`config.mk`:
```
export PLATFORM = sky130hd
export DESIGN_NAME = frs_packet_ctrl
export DESIGN_NICKNAME = d
export VERILOG_FILES = /design/src/rtl/fragment_reassembler_core_defines.svh /design/src/rtl/frs_pkg.sv /design/src/rtl/frs_packet_ctrl.sv
export SDC_FILE = /design/constraint.sdc
export NUM_CORES = 1
export LEC_CHECK = 0
export BUFFER_PORTS_ARGS = -buffer_cell sky130_fd_sc_hd__buf_2
export CAP_MARGIN = 15
export CORE_ASPECT_RATIO = 1.4
export CORE_UTILIZATION = 49
export CTS_CLUSTER_DIAMETER = 200
export DETAILED_ROUTE_END_ITERATION = 10
export HOLD_SLACK_MARGIN = 0.06
export PLACE_DENSITY_LB_ADDON = 0.08
export SYNTH_ARGS = -nofsm -noshare
export SYNTH_HDL_FRONTEND = slang
export SYNTH_SLANG_ARGS = --single-unit
```
`constraint.sdc`:
```
create_clock -name clock -period 18.5 [get_ports clock]
set_clock_uncertainty 0.1 [all_clocks]
set_input_delay 5.55 -clock clock [delete_from_list [all_inputs] [get_ports clock]]
set_output_delay 5.55 -clock clock [all_outputs]
set_load 0.01 [all_outputs]
```
`src/rtl/fragment_reassembler_core_defines.svh`:
```
// Assertion macros for the fragment reassembler core
`ifndef FRAGMENT_REASSEMBLER_CORE_DEFINES_SVH
`define FRAGMENT_REASSEMBLER_CORE_DEFINES_SVH

// Same-cycle implication, sampled on clock, quiet during reset
`define FRS_ASSERT_IMP(label, ante, cons, msg) \
   label: assert property (@(posedge clock) disable iff (reset) (ante) |-> (cons)) \
      else $error(msg);

// Next-cycle implication, sampled on clock, quiet during reset
`define FRS_ASSERT_NXT(label, ante, cons, msg) \
   label: assert property (@(posedge clock) disable iff (reset) (ante) |=> (cons)) \
      else $error(msg);

`endif

```
`src/rtl/frs_pkg.sv`:
```
// Types and constants shared by the fragment reassembler modules
`default_nettype none
package frs_pkg;

   localparam int MSG_BYTES = 8192;
   localparam int ADDR_W    = 13;
   localparam int LEN_W     = 14;
   localparam int LC_W      = 32;
   localparam int SEQ_W     = 6;
   localparam int LEN_HDR   = 4;

   localparam logic [LEN_W-1:0] MSG_LEN   = LEN_W'(MSG_BYTES);
   localparam logic [LC_W-1:0]  MSG_LEN32 = LC_W'(MSG_BYTES);

   typedef enum logic [1:0] {
      KIND_SINGLE,
      KIND_START,
      KIND_CONT,
      KIND_END
   } frs_kind_type;

   typedef enum logic [3:0] {
      EV_READ,
      EV_IGNORED,
      EV_CONT_OK,
      EV_START_OK,
      EV_DELIVERED,
      EV_TOO_LARGE,
      EV_START_TOO_LARGE,
      EV_SEQ_MISMATCH,
      EV_OVERFLOW,
      EV_LEN_MISMATCH
   } frs_event_type;

   typedef struct packed {
      logic              func;
      logic [7:0]        data_byte;
      logic              packet_first;
      logic              packet_last;
      logic [ADDR_W-1:0] read_address;
   } frs_item_type;

   typedef struct packed {
      frs_event_type    event_res;
      logic [LEN_W-1:0] message_length;
      logic             read_hit;
   } frs_result_type;

   typedef struct packed {
      logic              wr_en;
      logic [ADDR_W-1:0] wr_addr;
      logic [7:0]        wr_data;
      logic              rd_en;
      logic [ADDR_W-1:0] rd_addr;
   } frs_store_req_type;

endpackage
`default_nettype wire

```
`src/rtl/frs_packet_ctrl.sv`:
```
// Packet tracking, message state and event decision for one registered item
`default_nettype none
module frs_packet_ctrl #(
   parameter int PACKET_BYTES = 512
) (
   input  wire logic                        clock,
   input  wire logic                        reset,
   input  wire logic                        fire,
   input  wire frs_pkg::frs_item_type       item,
   output frs_pkg::frs_result_type          result,
   output frs_pkg::frs_store_req_type       store_req
);

   localparam int CNT_W = $clog2(PACKET_BYTES + 2);
   localparam int SUM_W = ((frs_pkg::LEN_W > CNT_W) ? frs_pkg::LEN_W : CNT_W) + 1;
   localparam logic [CNT_W-1:0] PKT_MAX = CNT_W'(PACKET_BYTES);
   localparam logic [CNT_W-1:0] PKT_SAT = CNT_W'(PACKET_BYTES + 1);
   localparam logic [CNT_W-1:0] CNT_ONE = CNT_W'(1);
   localparam logic [CNT_W-1:0] CNT_HDR = CNT_W'(frs_pkg::LEN_HDR);

   frs_pkg::frs_kind_type          type_ff, type_in;
   logic [frs_pkg::SEQ_W-1:0]      seq_ff, seq_in;
   logic [CNT_W-1:0]               count_ff, count_in;
   logic [frs_pkg::LC_W-1:0]       lc_ff, lc_in;
   logic                           inprog_ff, inprog_in;
   logic [frs_pkg::LEN_W-1:0]      total_ff, total_in;
   logic [frs_pkg::LEN_W-1:0]      rcvd_ff, rcvd_in;
   logic [frs_pkg::SEQ_W-1:0]      expseq_ff, expseq_in;
   logic [frs_pkg::LEN_W-1:0]      dlvd_ff, dlvd_in;

   logic [CNT_W-1:0]               idx;
   logic [CNT_W-1:0]               start_pos;
   logic [SUM_W-1:0]               cont_pos;
   logic [CNT_W-1:0]               plen;
   logic [CNT_W-1:0]               rest;
   logic [SUM_W-1:0]               rsum;
   logic                           wr_hit;
   logic [frs_pkg::ADDR_W-1:0]     wr_pos;
   frs_pkg::frs_event_type         ev;

   always_comb begin
      type_in   = type_ff;
      seq_in    = seq_ff;
      count_in  = count_ff;
      lc_in     = lc_ff;
      inprog_in = inprog_ff;
      total_in  = total_ff;
      rcvd_in   = rcvd_ff;
      expseq_in = expseq_ff;
      dlvd_in   = dlvd_ff;
      idx       = count_ff - CNT_ONE;
      start_pos = idx - CNT_HDR;
      cont_pos  = SUM_W'(rcvd_ff) + SUM_W'(idx);
      plen      = '0;
      rest      = '0;
      rsum      = '0;
      wr_hit    = 1'b0;
      wr_pos    = '0;
      ev        = frs_pkg::EV_IGNORED;
      result    = '0;
      store_req = '0;

      if (item.func) begin
         // read one byte of the delivered message
         store_req.rd_en       = fire;
         store_req.rd_addr     = item.read_address;
         result.event_res      = frs_pkg::EV_READ;
         result.message_length = dlvd_ff;
         result.read_hit       = (frs_pkg::LEN_W'(item.read_address) < dlvd_ff);
      end else begin
         if (item.packet_first) begin
            type_in  = frs_pkg::frs_kind_type'(item.data_byte[7:6]);
            seq_in   = item.data_byte[5:0];
            count_in = CNT_ONE;
            lc_in    = '0;
         end else if (count_ff != '0) begin
            if (count_ff < PKT_MAX) begin
               unique case (type_ff)
                  frs_pkg::KIND_SINGLE: begin
                     wr_hit = (SUM_W'(idx) < SUM_W'(frs_pkg::MSG_LEN));
                     wr_pos = frs_pkg::ADDR_W'(idx);
                  end
                  frs_pkg::KIND_START: begin
                     if (idx < CNT_HDR) begin
                        lc_in = {lc_ff[frs_pkg::LC_W-9:0], item.data_byte};
                     end else begin
                        wr_hit = (lc_ff <= frs_pkg::MSG_LEN32) &&
                                 (frs_pkg::LC_W'(start_pos) < lc_ff);
                        wr_pos = frs_pkg::ADDR_W'(start_pos);
                     end
                  end
                  frs_pkg::KIND_CONT, frs_pkg::KIND_END: begin
                     wr_hit = inprog_ff && (total_ff != '0) && (seq_ff == expseq_ff) &&
                              (cont_pos < SUM_W'(total_ff)) &&
                              (cont_pos < SUM_W'(frs_pkg::MSG_LEN));
                     wr_pos = cont_pos[frs_pkg::ADDR_W-1:0];
                  end
                  default: ;
               endcase
            end
            // saturate one past the packet limit
            if (count_ff < PKT_SAT) begin
               count_in = count_ff + CNT_ONE;
            end
         end

         store_req.wr_en   = fire && wr_hit;
         store_req.wr_addr = wr_pos;
         store_req.wr_data = item.data_byte;

         if (item.packet_last) begin
            if (count_in == '0) begin
               ev = frs_pkg::EV_IGNORED;
            end else begin
               plen     = count_in - CNT_ONE;
               rest     = plen - CNT_HDR;
               rsum     = SUM_W'(rcvd_ff) + SUM_W'(plen);
               count_in = '0;
               if (plen >= PKT_MAX) begin
                  ev = frs_pkg::EV_TOO_LARGE;
               end else begin
                  unique case (type_in)
                     frs_pkg::KIND_SINGLE: begin
                        if (SUM_W'(plen) >= SUM_W'(frs_pkg::MSG_LEN)) begin
                           ev = frs_pkg::EV_TOO_LARGE;
                        end else begin
                           dlvd_in   = frs_pkg::LEN_W'(plen);
                           total_in  = '0;
                           rcvd_in   = '0;
                           inprog_in = 1'b0;
                           ev        = frs_pkg::EV_DELIVERED;
                        end
                     end
                     frs_pkg::KIND_START: begin
                        if (plen < CNT_HDR) begin
                           ev = frs_pkg::EV_IGNORED;
                        end else if (lc_in > frs_pkg::MSG_LEN32) begin
                           total_in = '0;
                           ev       = frs_pkg::EV_TOO_LARGE;
                        end else begin
                           inprog_in = 1'b1;
                           expseq_in = seq_in + frs_pkg::SEQ_W'(1);
                           if (frs_pkg::LC_W'(rest) > lc_in) begin
                              total_in  = '0;
                              rcvd_in   = '0;
                              inprog_in = 1'b0;
                              ev        = frs_pkg::EV_START_TOO_LARGE;
                           end else begin
                              total_in = lc_in[frs_pkg::LEN_W-1:0];
                              rcvd_in  = frs_pkg::LEN_W'(rest);
                              ev       = frs_pkg::EV_START_OK;
                           end
                        end
                     end
                     frs_pkg::KIND_CONT, frs_pkg::KIND_END: begin
                        if ((total_ff == '0) || !inprog_ff) begin
                           ev = frs_pkg::EV_IGNORED;
                        end else if (seq_in != expseq_ff) begin
                           total_in  = '0;
                           rcvd_in   = '0;
                           inprog_in = 1'b0;
                           ev        = frs_pkg::EV_SEQ_MISMATCH;
                        end else begin
                           if (type_in == frs_pkg::KIND_CONT) begin
                              expseq_in = expseq_ff + frs_pkg::SEQ_W'(1);
                           end
                           if (rsum > SUM_W'(total_ff)) begin
                              total_in  = '0;
                              rcvd_in   = '0;
                              inprog_in = 1'b0;
                              ev        = frs_pkg::EV_OVERFLOW;
                           end else if (type_in == frs_pkg::KIND_CONT) begin
                              rcvd_in = rsum[frs_pkg::LEN_W-1:0];
                              ev      = frs_pkg::EV_CONT_OK;
                           end else begin
                              total_in  = '0;
                              rcvd_in   = '0;
                              inprog_in = 1'b0;
                              if (rsum == SUM_W'(total_ff)) begin
                                 dlvd_in = total_ff;
                                 ev      = frs_pkg::EV_DELIVERED;
                              end else begin
                                 ev = frs_pkg::EV_LEN_MISMATCH;
                              end
                           end
                        end
                     end
                     default: ;
                  endcase
               end
            end
         end

         result.event_res      = ev;
         result.message_length = (ev == frs_pkg::EV_DELIVERED) ? dlvd_in : rcvd_in;
         result.read_hit       = 1'b0;
      end
   end

   always_ff @(posedge clock) begin
      if (reset) begin
         type_ff   <= frs_pkg::KIND_SINGLE;
         seq_ff    <= '0;
         count_ff  <= '0;
         lc_ff     <= '0;
         inprog_ff <= 1'b0;
         total_ff  <= '0;
         rcvd_ff   <= '0;
         expseq_ff <= '0;
         dlvd_ff   <= '0;
      end else if (fire) begin
         type_ff   <= type_in;
         seq_ff    <= seq_in;
         count_ff  <= count_in;
         lc_ff     <= lc_in;
         inprog_ff <= inprog_in;
         total_ff  <= total_in;
         rcvd_ff   <= rcvd_in;
         expseq_ff <= expseq_in;
         dlvd_ff   <= dlvd_in;
      end
   end

endmodule
`default_nettype wire

```
==> impl_metrics.tcl, run 1 <==
set metrics [dict create \
    status "complete, no violations" \
    synth_flop_cell "dfxtp_1" \
    core_um2 18800 \
    grt_pass1_vias 9389 \
    cts-buffers-inserted 9 \
    clk_latency_ps 370 \
    hold_depth 2 \
    grt_pass1_wl_um 51900 \
    ant_nets 0 \
    synth_commonest_cells "nor2_1, nand2_1, dfxtp_1, a21oi_1, ha_1" \
    drt_iter0_markers 636 \
    cp-start-kind "input port" \
    numClockSinks 99 \
    placed_area_um2 9960 \
    avgSynthCellArea_um2 7.21 \
    fin_setup_tns_ps 0 \
    postCtsSetupBuffers 0 \
    htree_levels 3 \
    grt_max_degree 90 \
    cts_root_buffer "clkbuf_16" \
    fp.dieH_um 166 \
    rsz0062_at_grt "no" \
    yosys.area.top_type "dfxtp_1" \
    vias 9878 \
    rows 59 \
    dpl.hpwl_um 26100 \
    worstPathArrival_ps 11910 \
    nets 1461 \
    wire_per_inst_um 21.0 \
    syn-cell-area_um2 9450 \
    synth.area.top_cells "dfxtp_1, ha_1, nor2_1" \
    cp-end-kind "output port" \
    yosysSeqAreaShare_pct 21.0 \
    synth-seq-cells 99 \
    synthCells 1311 \
    path_max_fanout 11 \
    synth_top_area_share_pct 21.0 \
    peakVddDrop_v 0.0000493 \
    hold_viol 0 \
    final_area_um2 10300 \
    synth_fp_nets 1427 \
    grt-ovfl-total 0 \
    path_clk_slew_ps 90 \
    yosysWarnings 0 \
    antenna_found_initial 1 \
    fmax_mhz 57.0 \
    p_leak_nw 4.18 \
    n_fill_cell 1904 \
    cp.required_ps 12850 \
    drc 0 \
    place_congestion 0.971 \
    ys_types 83 \
    synth-edff-count 0 \
    setup-violations-final 0 \
    firstDrtPassIters 5 \
    holdWs_ps 357 \
    start_util_pct 50.4 \
    rr_worst_depth 26 \
    tritoncts "done" \
    ios 82 \
    cts_resized 0 \
    crit_type "input port to output port" \
    die_x_um 119 \
    die_area_um2 19900 \
    routed_via_density 6.19 \
    track_usage_pct 33.9 \
    drv_slew 0 \
    tightest_slew_ps 1010 \
    cts_buffer_depth 2 \
    max_slew_margin_pct 32.5 \
    min_path_type "flop to flop" \
    period_minus_slack_ps 17560 \
    period_share_pct 94.9 \
    syn2layout_area_growth_pct 8.87 \
    drive_above_1_share_pct 10.8 \
    async_reset_ff_share_pct 0 \
    cap_violations 0 \
    synth_most_common_cell "nor2_1" \
    routed_wl_um 33500 \
    power_density_nw_per_um2 56.5 \
    hold_buffers 0 \
    port_buffers 81 \
]
==> state kept, by name, summed over array words and instances (netlist names) <==
name / count
seq_ff: 6
inprog_ff: 1
type_ff: 2
expseq_ff: 6
lc_ff: 32
total_ff: 14
count_ff: 10
dlvd_ff: 14
rcvd_ff: 14
==> stage by stage <==
stage | total power [W] | cells | setup slack (ps) | utilization, %
CTS | 0.000580 | 1593 | 1110 | 54.8
finish | 0.000581 | 1595 | 943 | 54.9
global route | 0.000607 | 1595 | 521 | 54.9
floorplan | 0.000328 | 1311 | 1270 | -
detailed placement | 0.000377 | 1577 | 1150 | 53.1
global placement | 0.000376 | 1577 | 1260 | 53.1
==> worst max-delay path: stages <==
cell and delay (ps):
buf_2 170, nor2_1 310, ha_1 340, inv_1 110
xnor2_1 350, ha_1 340, a21oi_1 250, o21bai_1 130
a2111oi_0 630, o41ai_1 240, nor2_1 190, o21ba_2 200
nor2_1 80, xor2_1 150, ha_1 320, nand4_1 120
nor4_1 500, o21ai_0 360, inv_1 120, a21oi_1 70
o21ai_0 170, nand2_1 60, a2111oi_0 860, buf_2 270
==> logic make-up (layout without fill, tap and decap cells) <==
group,after synthesis,count (layout),synth area share (%)
fa+ha+maj,89,89,11.9
compound gates,371,371,25.9
xor+xnor,63,63,5.84
mux,19,19,2.11
buf+inv,159,198,6.82
simple gates,511,511,26.4
other cells,0,1,0
flops,99,99,21.0
==> cells in the final DEF (no fill, tap or decap), types with 22 or more instances in the layout <==
master,Yosys,routed
o21ai_0,71,71
or3_1,24,24
inv_1,81,81
nor2_1,158,158
xor2_1,22,22
dfxtp_1,99,99
nand2_1,124,124
a22oi_1,45,45
a21oi_1,93,93
a211oi_1,30,30
buf_2,8,81
nor3_1,39,39
xnor2_1,41,41
ha_1,87,87
nand3_1,31,31
==> power by group <==
part | leakage [nW] | switching [W] | internal (W)
combinational | 3.23 | 0.000101 | 0.0000559
sequential | 0.799 | 0.00000371 | 0.000215
clock | 0.152 | 0.000107 | 0.0000982
==> per-layer routing <==
metal / part of all wire (%) / global-route usage, %
met1: 40 / 40.1
met2: 47 / 56.9
met3: 5.4 / 3.95
met4: 7.3 / 23.4
met5: 0 / 0
==> layout make-up <==
type                            count  area, um2  share of cell area (%)
Timing Repair Buffer              100        548                    5.33
Antenna cell                        1       2.50                  0.0243
Inverter                           82        308                    2.99
Clock buffer                        9        225                    2.19
Multi-Input combinational cell   1053       6830                    66.4
Sequential cell                    99       1980                    19.3
Clock inverter                      7       91.3                   0.888
Tap cell                          244        305                    2.97
==> final timing paths <==
| path | start | end | slack, ps |
|---|---|---|---|
| min reg2reg | dlvd_ff[2] | dlvd_ff[2] | 360 |
| max reg2reg | count_ff[0] | dlvd_ff[7] | 10040 |
| min | dlvd_ff[2] | dlvd_ff[2] | 360 |
| max | item[14] | result[17] | 940 |
No activity file was read; power rests on OpenSTA's default activity.
==> inputs of run 2 (changes only) <==
RECOVER_POWER = 50   (was unset)
==> impl_metrics.tcl, run 2 (synthesis gave the netlist of run 1 again) <==
set metrics [dict create \
    status "finished with violations" \
    failed_checks "capacitance limit, slew limit" \
    cap_violations 3 \
    crit_type "input port to output port" \
    vias 9952 \
    drc 0 \
    die_area_um2 19900 \
    firstDrtPassIters 6 \
    final_common_cell "nor2_1" \
    place_congestion 0.971 \
    fin_setup_tns_ps 0 \
    hold_buffers 0 \
    drt_iter0_markers 637 \
    ios 82 \
    path_max_fanout 19 \
    path_clk_slew_ps 90 \
    routed_wl_um 33600 \
    power_density_nw_per_um2 56.6 \
    rr_worst_depth 25 \
    rows 59 \
    peakVddDrop_v 0.0000491 \
    crit_slowest_cell "and4b_1" \
    drive_above_1_share_pct 10.3 \
    min_to "dlvd_ff[2]" \
    hold_depth 2 \
    fmax_mhz 56.5 \
    syn2layout_area_growth_pct 8.66 \
    period_minus_slack_ps 17690 \
    cp_top_family "compound AO/OA/AOI/OAI gates" \
    n_fill_cell 1910 \
    period_share_pct 95.6 \
    max_slew_margin_pct -64.0 \
    dpl.hpwl_um 26100 \
    cts-buffers-inserted 9 \
    tightest_slew_ps 2460 \
    cp-end-kind "output port" \
    p_leak_nw 4.16 \
    nets 1461 \
    cp_cell_sequence "clkbuf_1 -> nor2_1 -> ha_1 -> inv_1 -> xnor2_1 -> ha_1 -> a21oi_1 -> o21bai_1 -> a2111oi_0 -> o41ai_1 -> nor2_1 -> o21ba_1 -> nor2_1 -> xor2_1 -> ha_1 -> nand4_1 -> nor4_1 -> o21ai_0 -> o311ai_0 -> and4b_1 -> a31oi_1 -> a22o_1 -> buf_2" \
    hold_start "dlvd_ff[2]" \
    grt-ovfl-total 0 \
    hold_viol 0 \
    track_usage_pct 33.9 \
    timing.rr.start "count_ff[0]" \
    final_cell_mix "nor2_1, nand2_1, dfxtp_1, a21oi_1, ha_1" \
    wire_per_inst_um 21.1 \
    crit_buf_inv 3 \
    cp.required_ps 12850 \
    port_buffers 81 \
    drv_slew 136 \
    numClockSinks 99 \
    cts_buffer_depth 2 \
    multi_input_area_um2 6830 \
    postCtsSetupBuffers 0 \
    grt_pass1_vias 9389 \
    core_um2 18800 \
    die_x_um 119 \
    setup-violations-final 0 \
    cp-start-kind "input port" \
    ant_nets 0 \
    r2r_slack_ps 9810 \
    grt_max_degree 90 \
    slowest_delay_ps 780 \
    htree_levels 3 \
    cts_resized 0 \
    power.total_w 0.000581 \
    tritoncts "done" \
    fp.dieH_um 166 \
    rsz0062_at_grt "no" \
    antenna_found_initial 1 \
    largest_reg_flops 32 \
    start_util_pct 50.4 \
    worstPathArrival_ps 12040 \
    clk_latency_ps 370 \
    regArea_um2 1980 \
    regMostFlops "lc_ff" \
    routed_via_density 6.24 \
    min_path_type "flop to flop" \
    reg2reg_to "total_ff[13]" \
    grt_pass1_wl_um 51900 \
    worstSetupStartpoint "item[14]" \
    cts_root_buffer "clkbuf_16" \
]
-- run 2: cell type report --
class / count / share of cell area [%]
well taps: 244 / 2.97
inverters: 82 / 3.00
clock buffers: 9 / 2.19
repair buffers: 100 / 5.14
multi-input cells: 1053 / 66.5
flip-flops and latches: 99 / 19.3
clock inverters: 7 / 0.889
diodes: 1 / 0.0244
-- run 2: worst reg2reg max path, delay by kind of cell (launching register included) --
family	cells	cell delay [ps]
multiplexers	2	780
AO/OA/AOI/OAI	7	1810
XOR/XNOR	2	500
AND/OR/NAND/NOR	10	3670
adder cells (fa/ha/maj)	3	1090
buffers and inverters	1	200
flip-flops	1	500
-- run 2: stage by stage --
stage	setup WS (ps)	cells	cell area [um2]	hold WS (ps)	utilization, %
global route	266	1595	10300	391	54.8
detailed placement	1150	1577	9960	342	53.1
CTS	1110	1593	10300	362	54.8
global placement	1260	1577	9960	337	53.1
floorplan	1270	1311	9450	325	-
finish	813	1595	10300	357	54.8
-- run 2: where the power goes --
group	switching, W	internal [W]
Clock	0.000107	0.0000981
Sequential	0.00000372	0.000215
Combinational	0.000101	0.0000559
-- run 2: worst max-delay path by stage --
stage | endpoint | slack [ps] | cells after the start
after floorplan | result[14] | 1270 | 27
after global placement | result[17] | 1260 | 24
after detailed placement | result[7] | 1150 | 23
after CTS | result[1] | 1110 | 24
after global routing | result[7] | 270 | 24
final | result[7] | 810 | 23
-- run 2: metal layers --
| layer | part of all wire (%) | vias to the layer above | global-route usage (%) | wire length, um |
|---|---|---|---|---|
| met5 | 0 | - | 0 | 0 |
| met4 | 7.3 | 0 | 23.4 | 2440 |
| met3 | 4.6 | 109 | 3.95 | 1550 |
| met2 | 47 | 378 | 56.9 | 15900 |
| met1 | 41 | 4674 | 40.1 | 13700 |
| li1 | - | 4791 | - | - |
